[src/hdl/srld_pkg.sv]
// Shared types and constants for the sprite run-length decoder.
package srld_pkg;

  // Default of the largest sprite dimension
  localparam int MaxDimDefault = 1024;

  // Fixed field widths
  localparam int TypeW   = 2;
  localparam int DimCfgW = 11;
  localparam int ByteW   = 8;
  localparam int CountW  = 9;
  localparam int PosW    = 10;
  localparam int StatusW = 2;

  // Depth of the byte queue between front and back
  localparam int QueueDepth = 4;

  // Configuration register indexes
  localparam logic [1:0] CFG_TYPE   = 2'd0;
  localparam logic [1:0] CFG_WIDTH  = 2'd1;
  localparam logic [1:0] CFG_HEIGHT = 2'd2;

  // Sprite codings
  localparam logic [TypeW-1:0] TYPE_RAW  = 2'd0;
  localparam logic [TypeW-1:0] TYPE_PAIR = 2'd1;
  localparam logic [TypeW-1:0] TYPE_SKIP = 2'd2;
  localparam logic [TypeW-1:0] TYPE_PACK = 2'd3;

  // Status codes
  localparam logic [StatusW-1:0] ST_OK         = 2'd0;
  localparam logic [StatusW-1:0] ST_SHORT_SKIP = 2'd2;

  // Coding constants
  localparam logic [ByteW-1:0] PAIR_LITERAL = 8'd255;
  localparam logic [ByteW-1:0] PACK_HELD    = 8'd7;
  localparam logic [2:0]       PACK_LITERAL = 3'b111;
  localparam logic [15:0]      MIN_SKIP     = 16'd2;

  // Decoder phases
  typedef enum logic [7:0] {
    PH_RAW  = 8'b0000_0001,
    PH_SKIP = 8'b0000_0010,
    PH_PVAL = 8'b0000_0100,
    PH_PLEN = 8'b0000_1000,
    PH_LIT  = 8'b0001_0000,
    PH_SKLO = 8'b0010_0000,
    PH_SKHI = 8'b0100_0000,
    PH_PACK = 8'b1000_0000
  } phase_t;

  // One queued input byte
  typedef struct packed {
    logic             start;
    logic [ByteW-1:0] data;
  } byte_item_t;

  // Configuration registers as seen by the decoder
  typedef struct packed {
    logic [TypeW-1:0]   sprite_type;
    logic [DimCfgW-1:0] sprite_width;
    logic [DimCfgW-1:0] sprite_height;
  } cfg_t;

endpackage

[src/hdl/sprite_run_length_decoder_core.sv]
// Sprite run-length decoder top level: configuration registers, byte queue and decoder.
//
// Usage: compressed sprite body bytes enter on the byte channel (stream_byte,
// start_sprite, byte_valid, byte_stall); a byte with start_sprite set restarts
// decoding at row 0 with the current configuration. Pixel runs leave on the run
// channel (pixel_value, run_count, pos_x, pos_y, last, status, run_valid,
// run_stall), at most one run per byte.
// Configuration: sprite_type (index 0), sprite_width (1), sprite_height (2) are
// written through cfg_valid/cfg_ready/cfg_index/cfg_data; the user must write them
// only while no byte is in flight, which the block does not enforce. cfg_ready is
// always high and unknown indexes are ignored.
// Throughput: one byte per cycle while run_stall does not hold the result register.
// A byte is queued, then decoded from the queue head into the result register.
// Stalls: a four-entry byte queue separates input from decoding; while
// run_stall holds the result register, the queue keeps taking bytes until full.
// Reset: queue empty, no run pending, coding raw, width and height 1.
module sprite_run_length_decoder_core import srld_pkg::*; #(
  parameter int MAX_DIM = MaxDimDefault
) (
  input  logic               clk,
  input  logic               rst,
  input  logic [ByteW-1:0]   stream_byte,
  input  logic               start_sprite,
  input  logic               byte_valid,
  output logic               byte_stall,
  output logic [ByteW-1:0]   pixel_value,
  output logic [CountW-1:0]  run_count,
  output logic [PosW-1:0]    pos_x,
  output logic [PosW-1:0]    pos_y,
  output logic               last,
  output logic [StatusW-1:0] status,
  output logic               run_valid,
  input  logic               run_stall,
  input  logic               cfg_valid,
  output logic               cfg_ready,
  input  logic [1:0]         cfg_index,
  input  logic [DimCfgW-1:0] cfg_data
);

  cfg_t       cfg;
  byte_item_t item;
  logic       item_valid;
  logic       item_take;

  assign cfg_ready = 1'b1;

  // Write configuration registers
  always_ff @(posedge clk) begin
    if (rst) begin
      cfg.sprite_type   <= TYPE_RAW;
      cfg.sprite_width  <= DimCfgW'(1);
      cfg.sprite_height <= DimCfgW'(1);
    end else if (cfg_valid && cfg_ready) begin
      case (cfg_index)
        CFG_TYPE:   cfg.sprite_type   <= cfg_data[TypeW-1:0];
        CFG_WIDTH:  cfg.sprite_width  <= cfg_data;
        CFG_HEIGHT: cfg.sprite_height <= cfg_data;
        default: ;
      endcase
    end
  end

  srld_front u_front (
    .clk          (clk),
    .rst          (rst),
    .stream_byte  (stream_byte),
    .start_sprite (start_sprite),
    .byte_valid   (byte_valid),
    .byte_stall   (byte_stall),
    .item         (item),
    .item_valid   (item_valid),
    .item_take    (item_take)
  );

  srld_back #(
    .MAX_DIM (MAX_DIM)
  ) u_back (
    .clk         (clk),
    .rst         (rst),
    .cfg         (cfg),
    .item        (item),
    .item_valid  (item_valid),
    .item_take   (item_take),
    .pixel_value (pixel_value),
    .run_count   (run_count),
    .pos_x       (pos_x),
    .pos_y       (pos_y),
    .last        (last),
    .status      (status),
    .run_valid   (run_valid),
    .run_stall   (run_stall)
  );

endmodule

[src/hdl/srld_front.sv]
// Input side of the decoder: accepts bytes and queues them for the back end.
module srld_front import srld_pkg::*; (
  input  logic             clk,
  input  logic             rst,
  input  logic [ByteW-1:0] stream_byte,
  input  logic             start_sprite,
  input  logic             byte_valid,
  output logic             byte_stall,
  output byte_item_t       item,
  output logic             item_valid,
  input  logic             item_take
);

  localparam int PtrW = $clog2(QueueDepth);
  localparam int CntW = $clog2(QueueDepth + 1);

  byte_item_t          queue [QueueDepth];
  logic [PtrW-1:0]     wr_ptr;
  logic [PtrW-1:0]     rd_ptr;
  logic [CntW-1:0]     count;
  logic [CntW-1:0]     count_next;
  logic                push;
  logic                pop;

  // Stall while the queue is full
  assign byte_stall = (count == CntW'(QueueDepth));
  assign push       = byte_valid && !byte_stall;
  assign pop        = item_take && item_valid;
  assign item_valid = (count != '0);
  assign item       = queue[rd_ptr];

  always_comb begin
    count_next = count;
    if (push && !pop) begin
      count_next = count + CntW'(1);
    end else if (pop && !push) begin
      count_next = count - CntW'(1);
    end
  end

  // Advance pointers and count
  always_ff @(posedge clk) begin
    if (rst) begin
      wr_ptr <= '0;
      rd_ptr <= '0;
      count  <= '0;
    end else begin
      count <= count_next;
      if (push) begin
        wr_ptr <= (wr_ptr == PtrW'(QueueDepth - 1)) ? '0 : wr_ptr + PtrW'(1);
      end
      if (pop) begin
        rd_ptr <= (rd_ptr == PtrW'(QueueDepth - 1)) ? '0 : rd_ptr + PtrW'(1);
      end
    end
  end

  // Store the incoming byte
  always_ff @(posedge clk) begin
    if (push) begin
      queue[wr_ptr] <= '{start: start_sprite, data: stream_byte};
    end
  end

endmodule

[src/hdl/srld_back.sv]
// Decode side: runs the sprite decoding state machine and holds the result register.
module srld_back import srld_pkg::*; #(
  parameter int MAX_DIM = MaxDimDefault
) (
  input  logic               clk,
  input  logic               rst,
  input  cfg_t               cfg,
  input  byte_item_t         item,
  input  logic               item_valid,
  output logic               item_take,
  output logic [ByteW-1:0]   pixel_value,
  output logic [CountW-1:0]  run_count,
  output logic [PosW-1:0]    pos_x,
  output logic [PosW-1:0]    pos_y,
  output logic               last,
  output logic [StatusW-1:0] status,
  output logic               run_valid,
  input  logic               run_stall
);

  localparam int DW   = $clog2(MAX_DIM + 1);
  localparam int CMPW = (DW > CountW) ? DW : CountW;
  localparam int SKW  = (DW + 2 > 16) ? DW + 2 : 16;

  // Decoder state
  phase_t            phase;
  logic [DW-1:0]     col;
  logic [DW-1:0]     row;
  logic [CountW-1:0] literal_left;
  logic [ByteW-1:0]  held_value;
  logic [SKW-1:0]    skip_left;
  logic              done;

  phase_t            phase_next;
  logic [DW-1:0]     col_next;
  logic [DW-1:0]     row_next;
  logic [CountW-1:0] literal_left_next;
  logic [ByteW-1:0]  held_value_next;
  logic [SKW-1:0]    skip_left_next;
  logic              done_next;

  // State after an optional restart
  phase_t            cur_phase;
  logic [DW-1:0]     cur_col;
  logic [DW-1:0]     cur_row;
  logic [CountW-1:0] cur_lit;
  logic [ByteW-1:0]  cur_held;
  logic [SKW-1:0]    cur_skip;
  logic              cur_done;

  logic [DW-1:0]     w_c;
  logic [DW-1:0]     h_c;
  logic [ByteW-1:0]  b;

  // Run request and clipping
  logic              em_req;
  logic [ByteW-1:0]  em_val;
  logic [CountW-1:0] em_len;
  logic              eor_req;
  logic              err;
  logic [CMPW-1:0]   avail;
  logic [CMPW-1:0]   len_x;
  logic [CountW-1:0] cnt;
  logic              emit;
  logic [CMPW-1:0]   col_sum;
  logic [DW-1:0]     col_after;
  logic [DW:0]       row_p1;
  logic              lst;
  logic [SKW-1:0]    skip_dec;
  logic [CountW-1:0] lit_dec;
  logic [15:0]       skip_len;
  logic              fire;

  function automatic logic [DW-1:0] clamp_dim(input logic [DimCfgW-1:0] v);
    logic [16:0] vx;
    vx = 17'(v);
    if (v == '0) begin
      return DW'(1);
    end else if (vx > 17'(MAX_DIM)) begin
      return DW'(MAX_DIM);
    end
    return vx[DW-1:0];
  endfunction

  assign w_c = clamp_dim(cfg.sprite_width);
  assign h_c = clamp_dim(cfg.sprite_height);
  assign b   = item.data;

  // Take a byte when the result register is free or being drained
  assign item_take = item_valid && (!run_valid || !run_stall);

  // Restart at row 0 when the byte opens a new sprite
  always_comb begin
    cur_phase = phase;
    cur_col   = col;
    cur_row   = row;
    cur_lit   = literal_left;
    cur_held  = held_value;
    cur_skip  = skip_left;
    cur_done  = done;
    if (item.start) begin
      cur_col  = '0;
      cur_row  = '0;
      cur_lit  = '0;
      cur_held = '0;
      cur_skip = '0;
      cur_done = 1'b0;
      unique case (cfg.sprite_type)
        TYPE_RAW:  cur_phase = PH_RAW;
        TYPE_PAIR: begin
          cur_phase = PH_SKIP;
          cur_held  = PAIR_LITERAL;
          cur_skip  = SKW'({h_c, 2'b00});
        end
        TYPE_SKIP: cur_phase = PH_SKLO;
        default:   cur_phase = PH_PACK;
      endcase
    end
  end

  // Decode one byte
  always_comb begin
    phase_next        = cur_phase;
    literal_left_next = cur_lit;
    held_value_next   = cur_held;
    skip_left_next    = cur_skip;
    done_next         = cur_done;
    em_req            = 1'b0;
    em_val            = b;
    em_len            = CountW'(1);
    eor_req           = 1'b0;
    err               = 1'b0;
    skip_dec          = (cur_skip != '0) ? cur_skip - SKW'(1) : cur_skip;
    lit_dec           = (cur_lit != '0) ? cur_lit - CountW'(1) : cur_lit;
    skip_len          = {b, cur_held};

    if (!cur_done) begin
      unique case (cur_phase)
        PH_RAW: begin
          em_req  = 1'b1;
          eor_req = 1'b1;
        end
        PH_SKIP: begin
          skip_left_next = skip_dec;
          if (skip_dec == '0) begin
            phase_next = (cur_held == PAIR_LITERAL) ? PH_PVAL : PH_PACK;
          end
        end
        PH_PVAL: begin
          held_value_next = b;
          phase_next      = PH_PLEN;
        end
        PH_PLEN: begin
          if (cur_held == PAIR_LITERAL) begin
            literal_left_next = CountW'(b) + CountW'(1);
            phase_next        = PH_LIT;
          end else begin
            em_req     = 1'b1;
            em_val     = cur_held;
            em_len     = CountW'(b) + CountW'(1);
            eor_req    = 1'b1;
            phase_next = PH_PVAL;
          end
        end
        PH_LIT: begin
          em_req            = 1'b1;
          literal_left_next = lit_dec;
          if (lit_dec == '0) begin
            eor_req    = 1'b1;
            phase_next = (cur_held == PAIR_LITERAL) ? PH_PVAL : PH_PACK;
          end
        end
        PH_SKLO: begin
          held_value_next = b;
          phase_next      = PH_SKHI;
        end
        PH_SKHI: begin
          held_value_next = PACK_HELD;
          if (skip_len < MIN_SKIP) begin
            err       = 1'b1;
            done_next = 1'b1;
          end else if (skip_len == MIN_SKIP) begin
            phase_next = PH_PACK;
          end else begin
            skip_left_next = SKW'(skip_len - MIN_SKIP);
            phase_next     = PH_SKIP;
          end
        end
        PH_PACK: begin
          if (b[7:5] == PACK_LITERAL) begin
            held_value_next   = PACK_HELD;
            literal_left_next = CountW'(b[4:0]) + CountW'(1);
            phase_next        = PH_LIT;
          end else begin
            em_req  = 1'b1;
            em_val  = ByteW'(b[7:5]);
            em_len  = CountW'(b[4:0]) + CountW'(1);
            eor_req = 1'b1;
          end
        end
        default: ;
      endcase
    end

    // Clip the run at the row end
    avail     = (cur_col < w_c) ? CMPW'(w_c - cur_col) : '0;
    len_x     = CMPW'(em_len);
    cnt       = (len_x < avail) ? em_len : CountW'(avail);
    emit      = em_req && (cnt != '0);
    col_sum   = CMPW'(cur_col) + CMPW'(cnt);
    col_after = emit ? col_sum[DW-1:0] : cur_col;
    row_p1    = (DW+1)'(cur_row) + (DW+1)'(1);
    lst       = (row_p1 >= (DW+1)'(h_c)) && (col_sum >= CMPW'(w_c));

    // Close the row once it is full
    col_next = col_after;
    row_next = cur_row;
    if (eor_req && (col_after >= w_c)) begin
      col_next = '0;
      row_next = row_p1[DW-1:0];
      if (row_p1 >= (DW+1)'(h_c)) begin
        done_next = 1'b1;
      end
    end

    fire = emit || err;
  end

  // Update decoder state on each transfer
  always_ff @(posedge clk) begin
    if (rst) begin
      phase        <= PH_RAW;
      col          <= '0;
      row          <= '0;
      literal_left <= '0;
      held_value   <= '0;
      skip_left    <= '0;
      done         <= 1'b0;
    end else if (item_take) begin
      phase        <= phase_next;
      col          <= col_next;
      row          <= row_next;
      literal_left <= literal_left_next;
      held_value   <= held_value_next;
      skip_left    <= skip_left_next;
      done         <= done_next;
    end
  end

  // Hold the result until the receiver takes it
  always_ff @(posedge clk) begin
    if (rst) begin
      run_valid <= 1'b0;
    end else if (item_take) begin
      run_valid <= fire;
    end else if (!run_stall) begin
      run_valid <= 1'b0;
    end
  end

  always_ff @(posedge clk) begin
    if (item_take && fire) begin
      if (err) begin
        pixel_value <= '0;
        run_count   <= '0;
        pos_x       <= '0;
        pos_y       <= '0;
        last        <= 1'b0;
        status      <= ST_SHORT_SKIP;
      end else begin
        pixel_value <= em_val;
        run_count   <= cnt;
        pos_x       <= PosW'(cur_col);
        pos_y       <= PosW'(cur_row);
        last        <= lst;
        status      <= ST_OK;
      end
    end
  end

endmodule
[config.mk]
export PLATFORM = sky130hd
export DESIGN_NAME = sprite_run_length_decoder_core
export DESIGN_NICKNAME = d
export VERILOG_FILES = /design/src/hdl/srld_pkg.sv /design/src/hdl/sprite_run_length_decoder_core.sv /design/src/hdl/srld_front.sv /design/src/hdl/srld_back.sv
export SDC_FILE = /design/constraint.sdc
export NUM_CORES = 1
export LEC_CHECK = 0
export BUFFER_PORTS_ARGS = -buffer_cell sky130_fd_sc_hd__buf_2
export CELL_PAD_IN_SITES_DETAIL_PLACEMENT = 0
export CELL_PAD_IN_SITES_GLOBAL_PLACEMENT = 2
export CORE_MARGIN = 2
export CORE_UTILIZATION = 30
export DETAILED_ROUTE_END_ITERATION = 7
export PLACE_DENSITY_LB_ADDON = 0.1
export SLEW_MARGIN = 20
export SYNTH_ARGS = -nofsm -noshare
export SYNTH_HDL_FRONTEND = slang
export SYNTH_SLANG_ARGS = --single-unit
[constraint.sdc]
create_clock -name clk -period 15.6 [get_ports clk]
set_input_delay 4.68 -clock clk [delete_from_list [all_inputs] [get_ports clk]]
set_output_delay 4.68 -clock clk [all_outputs]
set_load 0.02 [all_outputs]
Yosys cells after proc, flatten, opt, wreduce, memory -nomap -nowiden. Memories as Yosys holds them, arrays and structs flattened. A register that Yosys moved wholly into a read port is not among the register bits. Index checks and enable logic that the tools add are counted.

Bits in read-only memories: 0. Memory bits (writable): 36. Flip-flop bits (word level): 136. Memories: 1. Output and inout bits: 43. Bits in latches: 0. Bits of input ports: 27.

Memory list: u_front.queue (words 4, width 9, read ports 1, clocked after Yosys merged registers in 1, wr ports 1, RTL line srld_front.sv:17) `byte_item_t queue [QueueDepth];`.

Reductions and logical operators: 32. Equality and inequality tests: 19. Multiplexer cells: 79. Multiply operators: 0. Divide/modulo/power cells: 0. $lt $le $gt $ge: 8. Add/subtract/negate cells: 12. Bitwise operators: 0. Shift-type cells: 0.

Operators with widths (number): $mux 11 (12); $mux 8 (15); $mux 9 (9); $mux 16 (5); $pmux 8 s7 (1); $pmux 8 s3 (2); $pmux 16 s2 (1); $pmux 9 s3 (1); $ge 11x11->1 (2); $gt 11x11->1 const B (2); $logic_not 11->1 (2); $mux 1 (20); $pmux 9 s2 (1); $reduce_bool 9->1 (2); $eq 16x2->1 const B (1); $eq 8x8->1 const B (2); $logic_not 16->1 (1); $lt 16x2->1 const B (1); $pmux 8 s2 (1); $reduce_bool 16->1 (1); $sub 16x1->16 const B (1); $sub 16x2->16 const B (1); $mux 13 (1); $add 11x1->12 const B (1); other kinds (36) (64).

Depth between registers and ports, before layout. Gate-level depths: netlist of the first run.

Word-level depth: 15. Depth in mapped cells: 52.

Hierarchy. A second synthesis of the first run with hierarchy kept.

Cells, all modules: 1488. Area total of the unflattened synthesis: 12540.8 µm².

Modules (own cells, without submodules): srld_back (cells an instance 1295, sequential area each 2472.4 µm², area an instance 9715.6 µm², instances 1); srld_front (cells an instance 97, sequential area each 1261.2 µm², area an instance 1813.0 µm², instances 1); sprite_run_length_decoder_core (cells an instance 96, sequential area each 480.5 µm², area an instance 1012.2 µm², instances 1).

Worst setup path before layout of the first run. Ideal clock, no wire load.

Path kind: register to register. From: register with a tool-made name. To: register u_back.col[10]. Cell stages (with the launch flop): 52. Required time: 15464 ps. Setup slack: 5009 ps. Clock period less this slack: 10591 ps. Path buffers: 11. Data arrival time: 10456 ps. Cells stage by stage: dfxtp_1 clkbuf_1 mux2i_1 mux2_2 clkbuf_1 buf_1 clkbuf_1 buf_1 clkbuf_1 buf_1 nand2_1 ha_1 nor2b_1 o31ai_1 a21oi_1 maj3_2 o21ai_0 nor2_1 [... 16 more ...] o21bai_1 a21oi_1 o21bai_1 a21oi_1 xor2_1 inv_1 nand2_1 o21ai_0 ha_1 nand3_1 nor3_1 nor2_1 a221oi_1 and2_1 clkbuf_1 o31a_1 buf_2 o32ai_2.

RTL lines: end signal, assigned (RTL line srld_back.sv:241) `col <= col_next;`; end, declared (RTL line srld_back.sv:27) `logic [DW-1:0] col;`.

==> flow_metrics.py, run 1 <==
metrics = {
    "global_route": {
        "grt_pass1_vias": 10850,
        "grt_overflow": 0,
        "use_met2_pct": 34.72,
        "grt_pass1_wl_mm": 66.69,
        "grtUsageMet1_pct": 28.80,
        "globalRouteTotalUtil_pct": 20.83,
        "busiest_layer": "met2",
        "antenna_found_initial": 0,
        "grt_max_degree": 62,
        "grtUsageMet3_pct": 2.539,
    },
    "worst_setup_path": {
        "cp_max_fo": 49,
        "slowest_delay_ns": 0.74,
        "cp-start-kind": "flop",
        "setup.worst_path.class": "flop to flop",
        "crit_slowest_cell": "nor2_1",
        "crit_path_frequent_cell": "a21oi_1",
        "required_ns": 15.90,
        "arrival_ns": 11.59,
        "cp-end-kind": "flop",
    },
    "logic_synthesis": {
        "synthTopCellsByArea": "edfxtp_1, dfxtp_1, ha_1",
        "ys.flop_type": "dfxtp_1",
        "syn_avg_cell_area_um2": 8.430,
        "yosys.area.top_type_share_pct": 18.41,
        "synthesis.nets": 1554,
        "yosysUniqueCellTypes": 80,
        "synth-adder-area-share_pct": 8.142,
        "synth-seq-cells": 173,
        "ys_warn_count": 0,
        "yosys.area.top_type": "edfxtp_1",
        "synthMuxAreaShare_pct": 5.483,
        "synth_xor_area_share_pct": 3.723,
        "synth-seq-area-share_pct": 34.45,
        "syn_inst": 1451,
        "synth_simple_gate_area_share_pct": 21.77,
        "synth_edf_count": 75,
        "syn_area_um2": 12230,
        "synth_top_family_by_area": "simple AND/OR/NAND/NOR gates",
        "synth_compound_area_share_pct": 21.29,
        "synthArstFlopShare_pct": 0,
    },
    "clock_tree": {
        "cts_hold_buffers": 0,
        "h-tree-depth": 4,
        "clock_latency_ns": 0.46,
        "cts_resized": 0,
        "tritoncts": "done",
        "clk_pin_slew_ns": 0.08,
        "cts-buffers-inserted": 17,
        "cts_root_buf": "clkbuf_16",
        "postCtsSetupBuffers": 0,
        "cts.path.max_buffers": 2,
        "cts.sinks": 173,
    },
    "layout": {
        "fin_nets": 1573,
        "seqCellArea_um2": 4214,
        "final_layout_size_suffix_gt1_share_pct": 11.13,
        "layout.cells.non_filler": 2008,
        "diodes": 0,
        "multiInputGateArea_um2": 7405,
        "n_fill_cell": 4225,
        "area_delta_synth_final_pct": 11.26,
    },
    "routing": {
        "drtIter0Drc": 832,
        "drtAntennaViolNets": 0,
        "drc": 0,
        "wl_per_cell_um": 21.49,
        "routed_wl_mm": 43.14,
        "vias": 10880,
        "via_per_inst": 5.418,
        "dr.pass1.iters": 5,
    },
    "timing": {
        "min_period_ns": 11.29,
        "fmax_ghz": 0.08858,
        "maxSlewViolCount": 0,
        "tns_ns": 0,
        "slew_headroom_pct": 33.55,
        "finalHoldViolations": 0,
        "worst_clock_skew_ns": 0.01383,
        "fin_crit_sh_pct": 72.37,
        "setup_violations": 0,
        "rsz0062_at_grt": "false",
        "worstMarginPinSlew_ns": 0.9968,
    },
    "hold_path": {
        "hold_class": "flop to flop",
    },
    "floorplanning": {
        "start_util_pct": 30.57,
        "dieArea_um2": 42400,
        "core_um2": 40010,
        "num_rows": 73,
        "die_w_um": 205.9,
        "io_pins": 70,
        "die-height_um": 205.9,
    },
    "placed_design": {
        "dp.cells": 1976,
        "globalplace.congestion": 0.8452,
        "port_buffers": 67,
        "dpl.hpwl_mm": 31.65,
    },
    "outcome": {
        "status": "completed",
    },
    "power_and_ir_drop": {
        "power_density_nw_per_um2": 192.8,
        "leakage_nw": 5.470,
        "ir_drop_mv": 0.08403,
    },
    "run": {
        "maxCapViolCount": 0,
    },
}
-- cell families (layout without fill, tap and decap cells) --
group	after synthesis	after routing
AO/OA/AOI/OAI	388	388
XOR/XNOR	52	52
adder cells (fa/ha/maj)	78	78
buffers and inverters	157	189
flip-flops	173	173
multiplexers	55	55
other	2	2
AND/OR/NAND/NOR	546	546
-- routing by layer --
metal	part of all wire (%)	vias up
met3	2.8	31
met5	0	-
met4	1.1	0
met1	48	5291
met2	48	193
li1	-	5365
-- critical path: cells and delay by family, from the launching register on --
kind | cells | cell delay (ns)
AO/OA/AOI/OAI | 21 | 4.85
AND/OR/NAND/NOR | 9 | 2.59
adder cells (fa/ha/maj) | 5 | 1.71
flip-flops | 1 | 0.67
multiplexers | 3 | 0.57
buffers and inverters | 1 | 0.50
XOR/XNOR | 1 | 0.20
-- layout make-up --
class	instances	area share, %
tap	525	4.827
sequential	173	30.96
multi-input combinational	1121	54.41
clock buffer	20	3.282
timing repair buffer	84	3.420
inverter	73	2.013
clock inverter	12	1.085
-- layout by cell type (no fill, tap or decap), types with 44 or more instances in the layout --
cell / count
nor2_1: 178
o21ai_0: 70
dfxtp_1: 98
ha_1: 73
nand2_1: 111
inv_1: 72
nand3_1: 44
buf_2: 66
nor3_1: 49
edfxtp_1: 75
a21oi_1: 109
-- metrics by stage --
stage	hold WS [ns]	setup WS, ns	utilization (%)	cell area (µm²)	power, mW
CTS	0.4868	4.157	34.01	13610	2.648
global route	0.5133	3.111	34.02	13610	2.825
floorplan	0.4515	5.009	-	12230	1.724
global placement	0.4718	4.554	32.52	13010	2.190
finish	0.4852	4.311	34.02	13610	2.624
detailed placement	0.4762	4.217	32.52	13010	2.179
-- worst paths after layout --
kind,startpoint,endpoint,slack (ns),depth (start not counted)
worst max-delay path,flop,u_back.col[3],4.31,40
worst max register to register,flop,u_back.col[3],4.31,40
worst min-delay path,u_front.rd_ptr[1],u_front.rd_ptr[1],0.49,2
worst min register to register,u_front.rd_ptr[1],u_front.rd_ptr[1],0.49,2
-- synth_stat cells, drive strengths merged (9+ instances only) --
cell type and number:
mux4 9, xnor2 30, a21o 24, and3 18
o32ai 12, a31oi 13, nor2 179, o22ai 22
xor2 22, nand2 111, or3 12, and2 20
edfxtp 75, nor2b 17, nand4 15, dfxtp 98
ha 73, nand3 44, inv 73, o21ai 74
mux2i 40, a211oi 20, o21bai 11, a21oi 110
nor3 49, or2 10, buf 16, nand2b 17
nor4 17, a22oi 11, or4 12, clkbuf 68
o21a 15
-- power breakdown --
part           internal [mW]  leakage (nW)  switching (mW)
Combinational          0.489          3.68           0.991
Clock                  0.246         0.296           0.211
Sequential             0.605          1.50          0.0828
-- sequential cells by signal (all words and copies together), names as in the netlist, 9 cells and up, named ones only --
signal               count
u_back.col              11
u_back.pos_y            10
u_back.row              11
u_back.literal_left      9
u_back.run_count         9
u_back.skip_left        16
u_back.pos_x            10
u_front.queue           36
cfg                     24
Power figures use the tool's default switching activity.
==> run 2, diff against run 1 <==
- clock period: 15.6 -> 10.6 ns (I/O delays scaled with it)
==> run 2 against run 1 <==
Against the previous run: critical endpoint is now u_back.col[10]; power rose by 48%; clock skew barely moved; combinational power rose by 49%; core utilization rose by 0.23 points; first-iteration DRC count fell by 32%.
==> flow_metrics.py, run 2 (synthesis gave the netlist of run 1 again) <==
metrics = {
    "worst_setup_path": {
        "setup.worst_path.class": "flop to flop",
        "slowest_delay_ns": 0.44,
        "path_depth": 41,
        "r2r-end": "u_back.col[10]",
        "arrival_ns": 9.98,
        "critPathTopFamily": "compound AO/OA/AOI/OAI gates",
        "endpoint": "u_back.col[10]",
        "cp-start-kind": "flop",
        "required_ns": 10.93,
        "crit_slowest_cell": "o32ai_1",
        "cp_max_fo": 16,
        "crit_path_frequent_cell": "a21oi_1",
        "ff2ff_path_depth": 41,
        "worst-path-buf-inv": 2,
        "cp-end-kind": "flop",
        "worst-r2r-setup-slack_ns": 0.95,
    },
    "power_and_ir_drop": {
        "power_density_nw_per_um2": 283.4,
        "p_seq_share_pct": 25.9,
        "p_int_mw": 1.971,
        "leakage_nw": 5.513,
        "power_frac_comb_pct": 56.7,
        "clkPwrFrac_pct": 17.4,
        "power.switching_mw": 1.912,
        "netSwitchingFraction_pct": 49.24,
        "ir_drop_mv": 0.1420,
    },
    "clock_tree": {
        "clock_latency_ns": 0.46,
        "cts.sinks": 173,
        "cts_resized": 0,
        "cts.path.max_buffers": 2,
        "cts_root_buf": "clkbuf_16",
        "tritoncts": "done",
        "cts_hold_buffers": 0,
        "postCtsSetupBuffers": 0,
        "clk_pin_slew_ns": 0.08,
        "cts-buffers-inserted": 17,
        "h-tree-depth": 4,
    },
    "layout": {
        "area_delta_synth_final_pct": 12.03,
        "largestRegisters": "u_front.queue: 36 flops, cfg: 24 flops, u_back.skip_left: 16 flops",
        "final_layout_size_suffix_gt1_share_pct": 11.95,
        "regMostFlops": "u_front.queue",
        "final_common_cell": "nor2_1",
        "postLayoutCoreUtil_pct": 34.25,
        "diodes": 0,
        "largest_reg_flops": 36,
        "layout_common_cells": "nor2_1, nand2_1, a21oi_1, dfxtp_1, edfxtp_1",
        "fin_nets": 1580,
    },
    "timing": {
        "fmax_ghz": 0.1036,
        "rsz0062_at_grt": "false",
        "fin_crit_sh_pct": 91.03,
        "worst_clock_skew_ns": 0.01349,
        "maxSlewViolCount": 0,
        "slew_headroom_pct": 37.13,
        "min_period_ns": 9.650,
        "tns_ns": 0,
        "setup_violations": 0,
        "finalHoldViolations": 0,
        "worstMarginPinSlew_ns": 0.9417,
    },
    "global_route": {
        "grt_pass1_wl_mm": 65.19,
        "grt_overflow": 0,
        "grt_pass1_vias": 10750,
        "antenna_found_initial": 0,
        "globalRouteTotalUtil_pct": 20.30,
        "grt_max_degree": 71,
    },
    "placed_design": {
        "globalplace.congestion": 0.8180,
        "port_buffers": 67,
        "dpl.hpwl_mm": 31.17,
    },
    "routing": {
        "via_per_inst": 5.404,
        "drc": 0,
        "dr.pass1.iters": 5,
        "drtIter0Drc": 562,
        "vias": 10890,
        "wl_per_cell_um": 21.02,
        "drtAntennaViolNets": 0,
        "routed_wl_mm": 42.36,
    },
    "hold_path": {
        "hold_class": "flop to flop",
    },
    "floorplanning": {
        "die-height_um": 205.9,
        "dieArea_um2": 42400,
        "io_pins": 70,
        "core_um2": 40010,
        "die_w_um": 205.9,
        "start_util_pct": 30.57,
        "num_rows": 73,
    },
    "run": {
        "maxCapViolCount": 0,
    },
    "outcome": {
        "status": "completed",
    },
}
run 2: how the worst min path moves through the flow:
stage / start / end / slack [ns] / cells after the start
after floorplan: cfg[0] / cfg[0] / 0.45 / 1
after global placement: cfg[0] / cfg[0] / 0.48 / 1
after detailed placement: u_back.run_valid / u_back.run_valid / 0.48 / 2
after CTS: u_back.run_valid / u_back.run_valid / 0.49 / 2
after global routing: cfg[0] / cfg[0] / 0.51 / 1
final: u_back.run_valid / u_back.run_valid / 0.48 / 2
run 2: routing by layer:
| metal | vias up | track usage [%] | part of all wire [%] |
|---|---|---|---|
| met2 | 201 | 34.30 | 48 |
| met1 | 5283 | 27.61 | 48 |
| met3 | 24 | 2.649 | 2.9 |
| li1 | 5381 | - | - |
| met4 | 0 | 4.362 | 1.2 |
| met5 | - | 0 | 0 |
run 2: through the flow:
| stage | hold slack, ns | setup slack [ns] | area, µm² | instances | power (mW) |
|---|---|---|---|---|---|
| global placement | 0.4764 | 0.5296 | 13080 | 1983 | 3.245 |
| finish | 0.4842 | 0.9503 | 13700 | 2015 | 3.883 |
| global route | 0.5129 | 0.1247 | 13700 | 2015 | 4.180 |
| CTS | 0.4899 | 0.2185 | 13690 | 2015 | 3.922 |
| floorplan | 0.4515 | 0.008554 | 12230 | 1451 | 2.537 |
| detailed placement | 0.4755 | 0.2804 | 13080 | 1983 | 3.222 |
run 2: area by class of cell:
type	count	area, µm²
multi-input cells	1121	7415
inverters	73	274.0
fillers	4218	26300
clock buffers	17	425.4
clock inverters	15	186.4
repair buffers	91	530.5
flip-flops and latches	173	4215
well taps	525	656.9
run 2: worst min-delay path, delay by kind of cell (launching register included):
kind / cells / cell delay (ns)
AOI/OAI and AO/OA: 1 / 0.06
and+or+nand+nor: 1 / 0.07
DFF: 1 / 0.32
run 2: power by group through the flow:
stage / clock [mW] / combinational (mW) / sequential, mW
3_3_place_gp: 0 / 2.22 / 1.02
2_1_floorplan: 0 / 1.45 / 1.08
3_5_place_dp: 0 / 2.20 / 1.02
4_1_cts: 0.701 / 2.21 / 1.01
6_report: 0.676 / 2.20 / 1.01
5_1_grt: 0.723 / 2.43 / 1.03
